### src/design/assert_macros.svh
// ----------------------------------------------------------------------------
// assert_macros.svh
// Assertion helpers used by the frame receiver top level.
// ----------------------------------------------------------------------------
`ifndef ASSERT_MACROS_SVH
`define ASSERT_MACROS_SVH

// property must hold at every clock edge out of reset
`define ASSERT_ALWAYS(label, clk, rst_n, prop, msg) \
    label: assert property (@(posedge clk) disable iff (!rst_n) (prop)) \
        else $error(msg);

// condition must never be true out of reset
`define ASSERT_NEVER(label, clk, rst_n, cond, msg) \
    label: assert property (@(posedge clk) disable iff (!rst_n) !(cond)) \
        else $error(msg);

`endif

### src/design/cfr_pkg.sv
// ----------------------------------------------------------------------------
// cfr_pkg
// Types and constants of the checksummed frame receiver.
// ----------------------------------------------------------------------------
`default_nettype none

package cfr_pkg;

    // payload store geometry
    localparam int PAYLOAD_DEPTH = 64;
    localparam int ADDR_W        = $clog2(PAYLOAD_DEPTH);
    localparam int LEN_CAP       = (PAYLOAD_DEPTH < 64) ? PAYLOAD_DEPTH : 64;

    // field widths
    localparam int BYTE_W  = 8;
    localparam int LEN_W   = 6;
    localparam int FUNC_LIM_W = 9;
    localparam int LEN_LIM_W  = 7;
    localparam int CFG_IDX_W  = 2;
    localparam int CFG_DATA_W = 9;
    localparam int OUT_DATA_W = 32;

    // register indexes
    localparam logic [CFG_IDX_W-1:0] REG_HEADER_FIRST   = 2'd0;
    localparam logic [CFG_IDX_W-1:0] REG_HEADER_SECOND  = 2'd1;
    localparam logic [CFG_IDX_W-1:0] REG_FUNCTION_LIMIT = 2'd2;
    localparam logic [CFG_IDX_W-1:0] REG_LENGTH_LIMIT   = 2'd3;

    // register reset values
    localparam logic [BYTE_W-1:0]     RST_HEADER_FIRST   = 8'hAA;
    localparam logic [BYTE_W-1:0]     RST_HEADER_SECOND  = 8'hAF;
    localparam logic [FUNC_LIM_W-1:0] RST_FUNCTION_LIMIT = 9'd241;
    localparam logic [LEN_LIM_W-1:0]  RST_LENGTH_LIMIT   = 7'd50;

    // controller to datapath commands
    typedef struct packed {
        logic sum_init;
        logic add_sum;
        logic hold_func;
        logic hold_len;
        logic wr_payload;
        logic rd_start;
        logic rd_next;
        logic load_good;
        logic load_bad;
    } cmd_t;

    // datapath to controller status
    typedef struct packed {
        logic hdr1_match;
        logic hdr2_match;
        logic func_ok;
        logic len_ok;
        logic remaining_zero;
        logic remaining_one;
        logic sum_match;
        logic drain_last;
        logic out_free;
        logic out_taken;
    } status_t;

endpackage

`default_nettype wire

### src/design/cfr_ram.sv
// ----------------------------------------------------------------------------
// cfr_ram
// Generic simple dual-port RAM, one write port and one registered read port.
// ----------------------------------------------------------------------------
`default_nettype none

module cfr_ram #(
    parameter int DATA_W = 8,
    parameter int DEPTH  = 64,
    parameter int ADDR_W = $clog2(DEPTH)
) (
    input  wire logic              clk,
    input  wire logic              wr_en,
    input  wire logic [ADDR_W-1:0] wr_addr,
    input  wire logic [DATA_W-1:0] wr_data,
    input  wire logic              rd_en,
    input  wire logic [ADDR_W-1:0] rd_addr,
    output logic      [DATA_W-1:0] rd_data
);

    logic [DATA_W-1:0] mem_reg [DEPTH];

    // write port
    always_ff @(posedge clk)
    begin
        if (wr_en)
        begin
            mem_reg[wr_addr] <= wr_data;
        end
    end

    // registered read port
    always_ff @(posedge clk)
    begin
        if (rd_en)
        begin
            rd_data <= mem_reg[rd_addr];
        end
    end

endmodule

`default_nettype wire

### src/design/cfr_ctrl.sv
// ----------------------------------------------------------------------------
// cfr_ctrl
// Frame parse and payload drain state machine.
// ----------------------------------------------------------------------------
`default_nettype none

module cfr_ctrl (
    input  wire logic            clk,
    input  wire logic            rst_n,
    input  wire logic            s_tvalid,
    output logic                 s_tready,
    input  wire cfr_pkg::status_t status,
    output cfr_pkg::cmd_t        cmd
);

    localparam logic [2:0] ST_HDR1       = 3'd0;
    localparam logic [2:0] ST_HDR2       = 3'd1;
    localparam logic [2:0] ST_FUNC       = 3'd2;
    localparam logic [2:0] ST_LEN        = 3'd3;
    localparam logic [2:0] ST_PAYLOAD    = 3'd4;
    localparam logic [2:0] ST_CHECK      = 3'd5;
    localparam logic [2:0] ST_DRAIN_LD   = 3'd6;
    localparam logic [2:0] ST_DRAIN_WAIT = 3'd7;

    logic [2:0] state_reg;
    logic [2:0] state_next;
    logic       accept;

    assign accept = s_tvalid && s_tready;

    // ready and next state
    always_comb
    begin
        cmd        = '0;
        state_next = state_reg;
        s_tready   = 1'b0;
        case (state_reg)
            ST_HDR1:
            begin
                s_tready = 1'b1;
                if (accept && status.hdr1_match)
                begin
                    cmd.sum_init = 1'b1;
                    state_next   = ST_HDR2;
                end
            end
            ST_HDR2:
            begin
                s_tready = 1'b1;
                if (accept)
                begin
                    if (status.hdr2_match)
                    begin
                        cmd.add_sum = 1'b1;
                        state_next  = ST_FUNC;
                    end
                    else
                    begin
                        state_next = ST_HDR1;
                    end
                end
            end
            ST_FUNC:
            begin
                s_tready = 1'b1;
                if (accept)
                begin
                    if (status.func_ok)
                    begin
                        cmd.add_sum   = 1'b1;
                        cmd.hold_func = 1'b1;
                        state_next    = ST_LEN;
                    end
                    else
                    begin
                        state_next = ST_HDR1;
                    end
                end
            end
            ST_LEN:
            begin
                s_tready = 1'b1;
                if (accept)
                begin
                    if (status.len_ok)
                    begin
                        cmd.add_sum  = 1'b1;
                        cmd.hold_len = 1'b1;
                        state_next   = ST_PAYLOAD;
                    end
                    else
                    begin
                        state_next = ST_HDR1;
                    end
                end
            end
            ST_PAYLOAD:
            begin
                s_tready = 1'b1;
                if (accept)
                begin
                    // a zero-length frame falls back to idle here
                    if (status.remaining_zero)
                    begin
                        state_next = ST_HDR1;
                    end
                    else
                    begin
                        cmd.add_sum    = 1'b1;
                        cmd.wr_payload = 1'b1;
                        if (status.remaining_one)
                        begin
                            state_next = ST_CHECK;
                        end
                    end
                end
            end
            ST_CHECK:
            begin
                // checksum byte waits until the output register can take a result
                s_tready = status.out_free;
                if (accept)
                begin
                    if (status.sum_match)
                    begin
                        cmd.rd_start = 1'b1;
                        state_next   = ST_DRAIN_LD;
                    end
                    else
                    begin
                        cmd.load_bad = 1'b1;
                        state_next   = ST_HDR1;
                    end
                end
            end
            ST_DRAIN_LD:
            begin
                cmd.load_good = 1'b1;
                state_next    = status.drain_last ? ST_HDR1 : ST_DRAIN_WAIT;
            end
            ST_DRAIN_WAIT:
            begin
                if (status.out_taken)
                begin
                    cmd.rd_next = 1'b1;
                    state_next  = ST_DRAIN_LD;
                end
            end
            default:
            begin
                state_next = ST_HDR1;
            end
        endcase
    end

    // state register
    always_ff @(posedge clk or negedge rst_n)
    begin
        if (!rst_n)
        begin
            state_reg <= ST_HDR1;
        end
        else
        begin
            state_reg <= state_next;
        end
    end

endmodule

`default_nettype wire

### src/design/cfr_datapath.sv
// ----------------------------------------------------------------------------
// cfr_datapath
// Config registers, checksum, frame fields, payload store and output register.
// ----------------------------------------------------------------------------
`default_nettype none

module cfr_datapath (
    input  wire logic                             clk,
    input  wire logic                             rst_n,
    input  wire logic                             cfg_wr,
    input  wire logic [cfr_pkg::CFG_IDX_W-1:0]    cfg_index,
    input  wire logic [cfr_pkg::CFG_DATA_W-1:0]   cfg_data,
    input  wire logic [cfr_pkg::BYTE_W-1:0]       rx_byte,
    input  wire cfr_pkg::cmd_t                    cmd,
    output cfr_pkg::status_t                      status,
    input  wire logic                             m_tready,
    output logic                                  m_tvalid,
    output logic [cfr_pkg::OUT_DATA_W-1:0]        m_tdata,
    output logic                                  m_tuser,
    output logic                                  m_tlast
);

    localparam int BW  = cfr_pkg::BYTE_W;
    localparam int LW  = cfr_pkg::LEN_W;
    localparam int AW  = cfr_pkg::ADDR_W;
    localparam int PADW = cfr_pkg::OUT_DATA_W - 2 * BW - 2 * LW;

    // config registers
    logic [BW-1:0]                    header_first_reg;
    logic [BW-1:0]                    header_second_reg;
    logic [cfr_pkg::FUNC_LIM_W-1:0]   function_limit_reg;
    logic [cfr_pkg::LEN_LIM_W-1:0]    length_limit_reg;
    logic [cfr_pkg::LEN_LIM_W-1:0]    length_limit_eff;

    // frame state
    logic [BW-1:0] sum_reg;
    logic [BW-1:0] sum_next;
    logic [BW-1:0] func_reg;
    logic [LW-1:0] len_reg;
    logic [LW-1:0] remaining_reg;
    logic [LW-1:0] remaining_next;
    logic [LW-1:0] wr_idx_reg;
    logic [LW-1:0] wr_idx_next;
    logic [LW-1:0] rd_idx_reg;
    logic [LW-1:0] rd_idx_next;

    // payload store read side
    logic          ram_rd_en;
    logic [LW-1:0] ram_rd_idx;
    logic [BW-1:0] ram_rd_data;

    // output register
    logic          out_valid_reg;
    logic          out_valid_next;
    logic          out_ok_reg;
    logic [BW-1:0] out_func_reg;
    logic [LW-1:0] out_len_reg;
    logic [LW-1:0] out_idx_reg;
    logic [BW-1:0] out_byte_reg;
    logic          out_last_reg;

    // config writes
    always_ff @(posedge clk or negedge rst_n)
    begin
        if (!rst_n)
        begin
            header_first_reg   <= cfr_pkg::RST_HEADER_FIRST;
            header_second_reg  <= cfr_pkg::RST_HEADER_SECOND;
            function_limit_reg <= cfr_pkg::RST_FUNCTION_LIMIT;
            length_limit_reg   <= cfr_pkg::RST_LENGTH_LIMIT;
        end
        else if (cfg_wr)
        begin
            case (cfg_index)
                cfr_pkg::REG_HEADER_FIRST:   header_first_reg   <= cfg_data[BW-1:0];
                cfr_pkg::REG_HEADER_SECOND:  header_second_reg  <= cfg_data[BW-1:0];
                cfr_pkg::REG_FUNCTION_LIMIT: function_limit_reg <= cfg_data;
                cfr_pkg::REG_LENGTH_LIMIT:
                    length_limit_reg <= cfg_data[cfr_pkg::LEN_LIM_W-1:0];
                default: ;
            endcase
        end
    end

    // length limit capped by the store size
    assign length_limit_eff =
        (length_limit_reg > cfr_pkg::LEN_LIM_W'(cfr_pkg::LEN_CAP))
        ? cfr_pkg::LEN_LIM_W'(cfr_pkg::LEN_CAP) : length_limit_reg;

    // byte checks
    always_comb
    begin
        status.hdr1_match     = (rx_byte == header_first_reg);
        status.hdr2_match     = (rx_byte == header_second_reg);
        status.func_ok        = ({1'b0, rx_byte} < function_limit_reg);
        status.len_ok         = (rx_byte < {1'b0, length_limit_eff});
        status.remaining_zero = (remaining_reg == '0);
        status.remaining_one  = (remaining_reg == LW'(1));
        status.sum_match      = (sum_reg == rx_byte);
        status.drain_last     = ((rd_idx_reg + LW'(1)) == len_reg);
        status.out_free       = !out_valid_reg || m_tready;
        status.out_taken      = out_valid_reg && m_tready;
    end

    // running checksum and counters
    always_comb
    begin
        sum_next       = sum_reg;
        remaining_next = remaining_reg;
        wr_idx_next    = wr_idx_reg;
        rd_idx_next    = rd_idx_reg;
        if (cmd.sum_init)
        begin
            sum_next = rx_byte;
        end
        else if (cmd.add_sum)
        begin
            sum_next = sum_reg + rx_byte;
        end
        if (cmd.hold_len)
        begin
            remaining_next = rx_byte[LW-1:0];
            wr_idx_next    = '0;
        end
        else if (cmd.wr_payload)
        begin
            remaining_next = remaining_reg - LW'(1);
            wr_idx_next    = wr_idx_reg + LW'(1);
        end
        if (cmd.rd_start)
        begin
            rd_idx_next = '0;
        end
        else if (cmd.rd_next)
        begin
            rd_idx_next = rd_idx_reg + LW'(1);
        end
    end

    always_ff @(posedge clk or negedge rst_n)
    begin
        if (!rst_n)
        begin
            sum_reg       <= '0;
            func_reg      <= '0;
            len_reg       <= '0;
            remaining_reg <= '0;
            wr_idx_reg    <= '0;
            rd_idx_reg    <= '0;
        end
        else
        begin
            sum_reg       <= sum_next;
            remaining_reg <= remaining_next;
            wr_idx_reg    <= wr_idx_next;
            rd_idx_reg    <= rd_idx_next;
            if (cmd.hold_func)
            begin
                func_reg <= rx_byte;
            end
            if (cmd.hold_len)
            begin
                len_reg <= rx_byte[LW-1:0];
            end
        end
    end

    // payload store, read address is the next value of the index register
    assign ram_rd_en  = cmd.rd_start || cmd.rd_next;
    assign ram_rd_idx = rd_idx_next;

    cfr_ram #(
        .DATA_W (BW),
        .DEPTH  (cfr_pkg::PAYLOAD_DEPTH)
    ) u_payload_ram (
        .clk     (clk),
        .wr_en   (cmd.wr_payload),
        .wr_addr (AW'(wr_idx_reg)),
        .wr_data (rx_byte),
        .rd_en   (ram_rd_en),
        .rd_addr (AW'(ram_rd_idx)),
        .rd_data (ram_rd_data)
    );

    // output register valid
    always_comb
    begin
        out_valid_next = out_valid_reg;
        if (cmd.load_good || cmd.load_bad)
        begin
            out_valid_next = 1'b1;
        end
        else if (m_tready)
        begin
            out_valid_next = 1'b0;
        end
    end

    always_ff @(posedge clk or negedge rst_n)
    begin
        if (!rst_n)
        begin
            out_valid_reg <= 1'b0;
        end
        else
        begin
            out_valid_reg <= out_valid_next;
        end
    end

    // output payload, error result carries zero index and byte
    always_ff @(posedge clk)
    begin
        if (cmd.load_good || cmd.load_bad)
        begin
            out_ok_reg   <= cmd.load_good;
            out_func_reg <= func_reg;
            out_len_reg  <= len_reg;
            out_idx_reg  <= cmd.load_good ? rd_idx_reg : '0;
            out_byte_reg <= cmd.load_good ? ram_rd_data : '0;
            out_last_reg <= cmd.load_good ? status.drain_last : 1'b1;
        end
    end

    assign m_tvalid = out_valid_reg;
    assign m_tdata  = {{PADW{1'b0}}, out_byte_reg, out_idx_reg, out_len_reg, out_func_reg};
    assign m_tuser  = out_ok_reg;
    assign m_tlast  = out_last_reg;

endmodule

`default_nettype wire

### src/design/checksummed_frame_receiver_top.sv
// ----------------------------------------------------------------------------
// checksummed_frame_receiver_top
// Serial byte frame parser with additive checksum and payload drain.
// ----------------------------------------------------------------------------
// Bytes enter on the s_ stream one per request. A frame is header_first,
// header_second, function code, length L, L payload bytes and an 8-bit
// wrapping sum of all earlier frame bytes. Results leave on the m_ stream:
// a good frame gives L requests (tuser set, tlast on the final one), a bad
// checksum gives one request with tuser clear and tlast set.
// Parse bytes are taken one per cycle. The checksum byte is held off until
// the output register is free. An error result appears in the cycle after
// the checksum byte; each result of a good frame takes a payload RAM read
// then an output register load, the next read waiting until the previous
// result is taken. No input is taken during the drain; the parser reopens
// once the last result is loaded. A stalled receiver simply holds the
// output register and the drain. The cfg channel is always ready; the user
// is to write only while idle, which the block itself does not enforce.
// Reset clears the parser and restores the register defaults; the payload
// RAM needs no clearing since only written entries are read.
// ----------------------------------------------------------------------------
`default_nettype none
`include "assert_macros.svh"

module checksummed_frame_receiver_top (
    input  wire logic                           clk,
    input  wire logic                           rst_n,
    // config write channel
    input  wire logic                           cfg_valid,
    output logic                                cfg_ready,
    input  wire logic [cfr_pkg::CFG_IDX_W-1:0]  cfg_index,
    input  wire logic [cfr_pkg::CFG_DATA_W-1:0] cfg_data,
    // received bytes
    input  wire logic                           s_tvalid,
    output logic                                s_tready,
    input  wire logic [cfr_pkg::BYTE_W-1:0]     s_tdata,   // [7:0] rx_byte
    // results
    output logic                                m_tvalid,
    input  wire logic                           m_tready,
    // [7:0] function_code, [13:8] payload_length, [19:14] byte_index,
    // [27:20] payload_byte, [31:28] zero
    output logic [cfr_pkg::OUT_DATA_W-1:0]      m_tdata,
    output logic                                m_tuser,   // [0] frame_ok
    output logic                                m_tlast    // last
);

    cfr_pkg::cmd_t    cmd;
    cfr_pkg::status_t status;

    assign cfg_ready = 1'b1;

    // control
    cfr_ctrl u_ctrl (
        .clk      (clk),
        .rst_n    (rst_n),
        .s_tvalid (s_tvalid),
        .s_tready (s_tready),
        .status   (status),
        .cmd      (cmd)
    );

    // datapath
    cfr_datapath u_datapath (
        .clk       (clk),
        .rst_n     (rst_n),
        .cfg_wr    (cfg_valid && cfg_ready),
        .cfg_index (cfg_index),
        .cfg_data  (cfg_data),
        .rx_byte   (s_tdata),
        .cmd       (cmd),
        .status    (status),
        .m_tready  (m_tready),
        .m_tvalid  (m_tvalid),
        .m_tdata   (m_tdata),
        .m_tuser   (m_tuser),
        .m_tlast   (m_tlast)
    );

    // checks
    `ASSERT_ALWAYS(a_err_result_shape, clk, rst_n, (m_tvalid && !m_tuser) |-> (m_tlast && (m_tdata[27:14] == 14'd0)), "error result must be last with zero index and byte")
    `ASSERT_NEVER(a_wr_rd_overlap, clk, rst_n, cmd.wr_payload && (cmd.rd_start || cmd.rd_next), "payload write during drain read")
    `ASSERT_ALWAYS(a_load_when_free, clk, rst_n, (cmd.load_good || cmd.load_bad) |-> status.out_free, "output register overwritten while pending")

endmodule

`default_nettype wire

### config.mk
export PLATFORM = sky130hd
export DESIGN_NAME = checksummed_frame_receiver_top
export DESIGN_NICKNAME = d
export VERILOG_FILES = /design/src/design/cfr_pkg.sv /design/src/design/cfr_ram.sv /design/src/design/cfr_ctrl.sv /design/src/design/cfr_datapath.sv /design/src/design/checksummed_frame_receiver_top.sv
export VERILOG_INCLUDE_DIRS = /design/src /design/src/design
export SDC_FILE = /design/constraint.sdc
export NUM_CORES = 1
export LEC_CHECK = 0
export BUFFER_PORTS_ARGS = -buffer_cell sky130_fd_sc_hd__buf_4
export CORE_ASPECT_RATIO = 1.1
export CORE_MARGIN = 2
export CORE_UTILIZATION = 62
export DETAILED_ROUTE_END_ITERATION = 10
export PLACE_DENSITY = 0.76
export RECOVER_POWER = 100
export SETUP_SLACK_MARGIN = 0.2
export SLEW_MARGIN = 25
export SYNTH_ARGS = -nofsm -noshare
export SYNTH_HDL_FRONTEND = slang
export SYNTH_SLANG_ARGS = --single-unit
### constraint.sdc
create_clock -name clk -period 4.8 [get_ports clk]
set_input_delay 0 -clock clk [delete_from_list [all_inputs] [get_ports clk]]
set_output_delay 0 -clock clk [all_outputs]
set_load 0.05 [all_outputs]
==> load_flow_metrics.sql, run 1 <==
INSERT INTO impl_metrics (metric_group, metric, value, unit) VALUES
('run_status', 'status', 'finished, violations left', ''),
('run_status', 'failed_checks', 'max-capacitance violations, max-slew violations', ''),
('worst_setup_path', 'path_depth', '12', ''),
('die', 'starting_density_of_the_core', '62.9', '%'),
('power', 'p_leak', '9.71', 'nW'),
('clock_tree', 'cts_root_buffer', 'sky130_fd_sc_hd__clkbuf_16', ''),
('worst_setup_path', 'timing.critical_path.required', '5.16', 'ns'),
('detailed_routing', 'vias', '16741', ''),
('worst_hold_path', 'hold_path_depth', '3', ''),
('worst_setup_path', 'crit_start', 's_tdata[6]', ''),
('worst_setup_path', 'max_stage_delay_on_crit_path', '0.74', 'ns'),
('clock_tree', 'cts_max_level', '2', ''),
('grt', 'groute.usage.overall', '32.2', '%'),
('worst_setup_path', 'worst-path-max-fanout', '137', ''),
('synthesis', 'synth-seq-cells', '626', ''),
('job', 'maxCapViolCount', '12', ''),
('detailed_routing', 'detail_route.iter0.violations', '2190', ''),
('timing', 'timing_max_transition_violations_final', '551', ''),
('die', 'die-height', '219', 'um'),
('grt', 'grt_pass1_wl', '102000', 'um'),
('placed_design', 'routabilityCongestion', '0.988', ''),
('detailed_routing', 'route.detailed.wl_per_inst', '28.0', 'um'),
('layout', 'largest_reg_flops', '512', ''),
('synthesis', 'synth-async-reset-ratio', '12.1', '%'),
('timing', 'finalSetupViolations', '0', ''),
('detailed_routing', 'totalWireLength', '68700', 'um'),
('synthesis', 'synth_sequential_area_ratio', '71.0', '%'),
('worst_setup_path', 'timing.critical_path.mode_cell', 'sky130_fd_sc_hd__nor4_1', ''),
('timing', 'maxClockFrequency', '0.219', 'GHz'),
('detailed_routing', 'drc', '0', ''),
('synthesis', 'synthDistinctLibCells', '80', ''),
('synthesis', 'netlist_area', '26000', 'um2'),
('timing', 'finClkSkew', '0.0234', 'ns'),
('clock_tree', 'cts_post_setup_buffers_inserted', '0', ''),
('timing', 'timing.setup.tns', '0', 'ns'),
('clock_tree', 'clockBufferDepth', '3', ''),
('grt', 'grt_remaining_overflow', '0', ''),
('placed_design', 'port-buffer-count', '55', ''),
('timing', 'min_period_over_period', '95.2', '%'),
('synthesis', 'average_instance_area_after_synthesis', '14.7', 'um2'),
('synthesis', 'netlist.top_cell.by_area', 'sky130_fd_sc_hd__edfxtp_1', ''),
('worst_setup_path', 'path_class', 'in2reg', ''),
('worst_setup_path', 'worst-endpoint-arrival', '4.93', 'ns'),
('timing', 'rsz0062_at_grt', 'no', ''),
('synthesis', 'synthDominantCellAreaShare', '63.6', '%'),
('detailed_routing', 'ant_nets', '0', ''),
('clock_tree', 'clkSinkCount', '626', ''),
('layout', 'final_layout_size_suffix_gt1_share', '11.9', '%'),
('worst_setup_path', 'cp_num_buf_inv', '3', ''),
('layout', 'nets', '1891', ''),
('synthesis', 'synth.area.top_cells', 'sky130_fd_sc_hd__edfxtp_1 (64%), sky130_fd_sc_hd__dfrtp_1 (5.6%), sky130_fd_sc_hd__mux2i_1 (3.5%)', ''),
('synthesis', 'synthesis.instances', '1769', ''),
('die', 'io_pins', '61', ''),
('die', 'die_area', '43500', 'um2'),
('worst_setup_path', 'worstSetupEndpointType', 'flop', ''),
('die', 'placement_rows', '78', ''),
('timing', 'max_slew_margin', '-144', '%'),
('timing', 'timing.final.crit_period', '4.57', 'ns'),
('grt', 'number_of_global_route_vias_before_repair', '16347', ''),
('detailed_routing', 'drt_first_pass_iters', '6', ''),
('timing', 'worst-slew-pin-transition', '3.66', 'ns'),
('clock_tree', 'cts.reportedPaths.clkPinSlew', '0.07', 'ns'),
('synthesis', 'yosys_most_used_dff', 'sky130_fd_sc_hd__edfxtp_1', ''),
('power', 'report.power.total', '16.6', 'mW'),
('worst_hold_path', 'hold_path.startpoint', 'cfg_index[0]', ''),
('power', 'power_density', '575', 'nW/um2'),
('die', 'chipWidth', '199', 'um'),
('layout', 'num_antenna_cells', '0', ''),
('clock_tree', 'cts_buffers', '58', ''),
('synthesis', 'yosys.cell_count.top_type', 'sky130_fd_sc_hd__edfxtp_1', ''),
('power', 'ir_worst_vdd', '499', 'uV');
## per-layer routing
layer  GRT usage (%)  vias up  part of all wire, %
met5               0        -                    0
met4            15.0        0                  5.0
li1                -     7080                    -
met3            5.97      208                   12
met2            50.2     1205                   47
met1            44.5     8248                   37
## worst paths after layout
path,to,slack (ns)
min in group asynchronous,u_datapath.func_reg[3],1.39
worst min register to register,u_datapath.out_func_reg[7],0.45
worst max-delay path,u_datapath.u_payload_ram.rd_data[3],0.23
max in group asynchronous,u_datapath.function_limit_reg[2],1.35
worst min-delay path,u_datapath.length_limit_reg[5],0.04
worst max register to register,u_datapath.u_payload_ram.rd_data[3],0.36
## cells by family (layout without fill, tap and decap cells)
family,after synthesis,count (layout),share of synthesized area [%]
flip-flops,626,626,71.0
AND/OR/NAND/NOR,397,398,7.30
buffers and inverters,143,262,2.43
other,2,5,0.0289
adder cells (fa/ha/maj),25,25,1.23
XOR/XNOR,42,42,1.42
AO/OA/AOI/OAI,391,391,10.8
multiplexers,143,143,5.77
## layout make-up
class | instances | area (um2) | area share (%)
sequential | 626 | 18400 | 63.8
timing repair buffer | 117 | 779 | 2.70
clock inverter | 38 | 373 | 1.29
multi-input combinational | 1004 | 6950 | 24.0
clock buffer | 72 | 1520 | 5.27
tap | 560 | 701 | 2.42
inverter | 35 | 131 | 0.455
## cells in the final DEF (no fill, tap or decap), types with 9 or more instances in the layout
cell type	synthesis	final
sky130_fd_sc_hd__edfxtp_1	550	550
sky130_fd_sc_hd__a32oi_1	14	14
sky130_fd_sc_hd__a31oi_1	16	16
sky130_fd_sc_hd__o221ai_1	57	57
sky130_fd_sc_hd__clkbuf_1	63	63
sky130_fd_sc_hd__and2_0	0	12
sky130_fd_sc_hd__nand3_1	40	40
sky130_fd_sc_hd__o22ai_1	45	45
sky130_fd_sc_hd__o22a_1	11	11
sky130_fd_sc_hd__dlygate4sd3_1	0	21
sky130_fd_sc_hd__nor2_1	99	100
sky130_fd_sc_hd__buf_4	12	40
sky130_fd_sc_hd__clkbuf_16	0	58
sky130_fd_sc_hd__nor4_1	24	23
sky130_fd_sc_hd__o211ai_1	38	38
sky130_fd_sc_hd__nand2_1	134	132
sky130_fd_sc_hd__xnor2_1	20	20
sky130_fd_sc_hd__inv_1	32	32
sky130_fd_sc_hd__ha_1	24	24
sky130_fd_sc_hd__a211oi_1	13	11
sky130_fd_sc_hd__dfstp_2	18	18
sky130_fd_sc_hd__a21o_1	10	10
sky130_fd_sc_hd__a21oi_1	52	52
sky130_fd_sc_hd__nand4_1	9	9
sky130_fd_sc_hd__mux2i_1	90	90
sky130_fd_sc_hd__mux2_2	53	53
sky130_fd_sc_hd__clkinv_2	0	12
sky130_fd_sc_hd__nor3_1	22	22
sky130_fd_sc_hd__xor2_1	22	22
sky130_fd_sc_hd__o21ai_0	61	62
sky130_fd_sc_hd__clkinv_1	0	13
sky130_fd_sc_hd__dfrtp_1	58	58
## what timing repair did
action / CTS / global route
hold buffers: 21 / 0
endpoints found under the hold margin: 187 / 0
gates resized for setup: 0 / 0
endpoints found under the setup margin: 0 / 2
## tightest hold or removal path: cells and delay by family
family / cells / cell delay (ns)
AND/OR/NAND/NOR: 1 / 0.29
multiplexers: 1 / 0.22
buffers and inverters: 1 / 0.12
## per-stage QoR
step | instance area [um2] | instances | setup slack [ns] | utilization [%] | hold WS, ns
detailed placement | 27000 | 2320 | 0.511 | 65.4 | 0.230
finish | 28900 | 2452 | 0.232 | 70.0 | 0.0416
CTS | 29100 | 2451 | 0.388 | 70.5 | 0.0112
global placement | 27000 | 2320 | 0.590 | 65.3 | 0.229
floorplan | 26000 | 1772 | 0.617 | - | -0.296
global route | 28900 | 2452 | 0.170 | 70.0 | 0.0596
## power by group
group / switching [mW] / total (mW) / internal (mW)
logic: 3.66 / 5.34 / 1.69
clock network: 1.99 / 4.62 / 2.63
registers: 0.314 / 6.66 / 6.35
total: 5.96 / 16.6 / 10.7
No activity file was read; power rests on OpenSTA's default activity.
==> inputs of run 2 (changes only) <==
CORE_UTILIZATION = 39   (was 62)
PLACE_DENSITY = 0.51   (was 0.76)
SLEW_MARGIN = 10   (was 25)
==> run 2 against run 1 <==
Against the previous run: the flow still finishes with violations (max-capacitance violations, max-slew violations); worst hold slack better by 0.016 ns; clock power grew 5.6%; critical path depth up 2; cell area up 1.8%; sequential power about the same; critical endpoint is now u_datapath.u_payload_ram.rd_data[6]; final cell count increased by 13%; die area up 58%; core utilization decreased by 26 points; first-iteration DRC count down 37%; largest cell class unchanged.
==> load_flow_metrics.sql, run 2 (synthesis gave the netlist of run 1 again) <==
INSERT INTO impl_metrics (metric_group, metric, value, unit) VALUES
('die', 'placement_rows', '99', ''),
('grt', 'antenna_violations_before_repair', '1', ''),
('placed_design', 'port-buffer-count', '55', ''),
('worst_hold_path', 'hold_path_class', 'in2reg', ''),
('die', 'starting_density_of_the_core', '39.2', '%'),
('placed_design', 'placedCellCount', '2645', ''),
('timing', 'worst-slew-pin-transition', '3.42', 'ns'),
('clock_tree', 'cts_root_buffer', 'sky130_fd_sc_hd__clkbuf_16', ''),
('detailed_routing', 'totalWireLength', '74900', 'um'),
('layout', 'fillerInstances', '6040', ''),
('run_status', 'status', 'finished, violations left', ''),
('power', 'power_density', '575', 'nW/um2'),
('clock_tree', 'clkSinkCount', '626', ''),
('job', 'maxCapViolCount', '11', ''),
('grt', 'grt_max_degree', '77', ''),
('detailed_routing', 'drt_first_pass_iters', '5', ''),
('layout', 'final_area', '29400', 'um2'),
('timing', 'timing_max_transition_violations_final', '476', ''),
('timing', 'timing.setup.tns', '0', 'ns'),
('power', 'power_frac_seq', '39.2', '%'),
('power', 'netSwitchingPower', '6.08', 'mW'),
('worst_hold_path', 'hold_path_depth', '3', ''),
('clock_tree', 'cts_max_level', '3', ''),
('grt', 'grt_pass1_wl', '110000', 'um'),
('detailed_routing', 'vias', '15982', ''),
('power', 'switching_share', '35.9', '%'),
('clock_tree', 'clockBufferDepth', '3', ''),
('timing', 'timing_hold_violations_final', '0', ''),
('placed_design', 'hpwlAfterDp', '48500', 'um'),
('clock_tree', 'clock_insertion_delay_worst_skew', '0.61', 'ns'),
('layout', 'post-route-util', '44.5', '%'),
('worst_setup_path', 'critPathTopFamily', 'buffers and inverters', ''),
('worst_setup_path', 'worst-path-max-fanout', '16', ''),
('timing', 'min_period_over_period', '90.7', '%'),
('worst_setup_path', 'worstSetupEndpointType', 'flop', ''),
('worst_setup_path', 'startpoint_type', 'primary input', ''),
('clock_tree', 'post_cts.resized_instances', '0', ''),
('detailed_routing', 'detail_route.iter0.violations', '1390', ''),
('power', 'cell_internal_pwr', '10.8', 'mW'),
('detailed_routing', 'drc', '0', ''),
('worst_setup_path', 'worst-endpoint-arrival', '4.69', 'ns'),
('clock_tree', 'cts.reportedPaths.clkPinSlew', '0.06', 'ns'),
('detailed_routing', 'ant_nets', '0', ''),
('layout', 'layout.cells.most_common', 'sky130_fd_sc_hd__edfxtp_1', ''),
('placed_design', 'routabilityCongestion', '0.865', ''),
('timing', 'max_slew_margin', '-128', '%'),
('worst_setup_path', 'critical-path-slowest-cell', 'sky130_fd_sc_hd__clkbuf_1', ''),
('power', 'power_frac_clock', '28.8', '%'),
('layout', 'instances_no_fill', '2778', ''),
('clock_tree', 'cts_tree', 'done', ''),
('placed_design', 'place_ws', '0.774', 'ns'),
('die', 'die-height', '275', 'um'),
('timing', 'timing.final.crit_period', '4.36', 'ns'),
('layout', 'largest_reg_flops', '512', ''),
('timing', 'setup_slack', '0.445', 'ns'),
('grt', 'groute.usage.overall', '21.8', '%'),
('die', 'chipWidth', '250', 'um'),
('worst_setup_path', 'max_stage_delay_on_crit_path', '0.73', 'ns'),
('worst_setup_path', 'timing.critical_path.cells', 'dlygate4sd3_1, clkbuf_1, ha_1, nor3_1, and3_1, nand2_1, clkbuf_1, nand2_1, inv_1, buf_4, o211ai_1, o311a_1, nor4_1, o221ai_1', ''),
('power', 'p_leak', '9.83', 'nW'),
('die', 'io_pins', '61', ''),
('timing', 'finClkSkew', '0.0242', 'ns'),
('detailed_routing', 'route.detailed.wl_per_inst', '27.0', 'um'),
('worst_setup_path', 'path_class', 'in2reg', ''),
('worst_setup_path', 'path_depth', '14', ''),
('detailed_routing', 'avg_vias_per_cell', '5.75', ''),
('timing', 'finalSetupViolations', '0', ''),
('layout', 'layout_common_cells', 'sky130_fd_sc_hd__edfxtp_1 (550), sky130_fd_sc_hd__nand2_1 (132), sky130_fd_sc_hd__nor2_1 (100)', ''),
('die', 'die_area', '68600', 'um2'),
('run_status', 'failed_checks', 'max-capacitance violations, max-slew violations', ''),
('power', 'power.combinational.fraction', '31.9', '%'),
('power', 'report.power.total', '16.9', 'mW'),
('worst_setup_path', 'reg2reg_depth', '12', ''),
('worst_setup_path', 'cp_num_buf_inv', '5', ''),
('clock_tree', 'cts_post_setup_buffers_inserted', '0', ''),
('die', 'floorplan.core_area', '66100', 'um2'),
('grt', 'grt_remaining_overflow', '0', ''),
('timing', 'maxClockFrequency', '0.230', 'GHz'),
('grt', 'number_of_global_route_vias_before_repair', '15868', ''),
('placed_design', 'postPlaceCellArea', '27600', 'um2'),
('timing', 'rsz0062_at_grt', 'no', ''),
('layout', 'final_layout_size_suffix_gt1_share', '12.5', '%'),
('worst_setup_path', 'timing.critical_path.required', '5.13', 'ns'),
('layout', 'syn_to_final_growth', '13.4', '%'),
('power', 'ir_worst_vdd', '330', 'uV'),
('timing', 'fin_hold_ws', '0.0576', 'ns'),
('layout', 'nets', '1921', ''),
('clock_tree', 'cts_buffers', '67', '');
[run 2: area by class of cell]
| type | instances | area [um2] | area share (%) |
|---|---|---|---|
| clock inverters | 33 | 251 | 0.855 |
| diodes | 1 | 2.50 | 0.00850 |
| repair buffers | 139 | 873 | 2.97 |
| flip-flops and latches | 626 | 18400 | 62.7 |
| multi-input cells | 1003 | 6890 | 23.4 |
| well taps | 858 | 1070 | 3.65 |
| inverters | 35 | 131 | 0.446 |
| clock buffers | 83 | 1760 | 5.97 |
[run 2: power by group through the flow]
stage / Combinational, mW / Sequential [mW] / Clock, mW
3_3_place_gp: 5.44 / 6.72 / 0
5_1_grt: 5.78 / 6.67 / 5.17
4_1_cts: 5.51 / 6.63 / 4.97
2_1_floorplan: 3.31 / 6.90 / 0
6_report: 5.40 / 6.64 / 4.88
3_5_place_dp: 5.48 / 6.74 / 0
[run 2: metal layers]
layer,routed length (um),up-vias,GRT usage (%)
met3,4400,96,3.38
met4,1750,0,6.46
li1,-,7155,-
met5,0,-,0
met1,32200,8211,29.5
met2,36600,520,36.6
[run 2: what timing repair did]
action / 4_1_cts / 5_1_grt
endpoints found under the hold margin: 105 / 0
hold buffers: 16 / 0
setup endpoints to repair: 0 / 0
[run 2: path summary, 6_finish.rpt]
kind / start / end / slack (ns)
worst max-delay path: s_tdata[0] / u_datapath.u_payload_ram.rd_data[6] / 0.44
worst min-delay path: cfg_valid / u_datapath.length_limit_reg[5] / 0.06
worst max register to register: u_datapath.sum_reg[4] / u_datapath.u_payload_ram.rd_data[6] / 0.64
worst min register to register: u_datapath.func_reg[6] / u_datapath.out_func_reg[6] / 0.44
max in group asynchronous: rst_n / u_datapath.header_second_reg[6] / 3.08
min in group asynchronous: rst_n / u_datapath.sum_reg[2] / 0.48
[run 2: worst reg2reg max path: stages (launching register included)]
cell and delay (ns):
sky130_fd_sc_hd__dfrtp_1 0.38, sky130_fd_sc_hd__ha_1 0.35, sky130_fd_sc_hd__nor4_1 0.10, sky130_fd_sc_hd__and3_1 0.24, sky130_fd_sc_hd__nand2_1 0.23, sky130_fd_sc_hd__clkbuf_1 0.70, sky130_fd_sc_hd__nand2_1 0.15, sky130_fd_sc_hd__inv_1 0.48
sky130_fd_sc_hd__buf_4 0.28, sky130_fd_sc_hd__o211ai_1 0.21, sky130_fd_sc_hd__o311a_1 0.20, sky130_fd_sc_hd__nor4_1 0.40, sky130_fd_sc_hd__o221ai_1 0.17
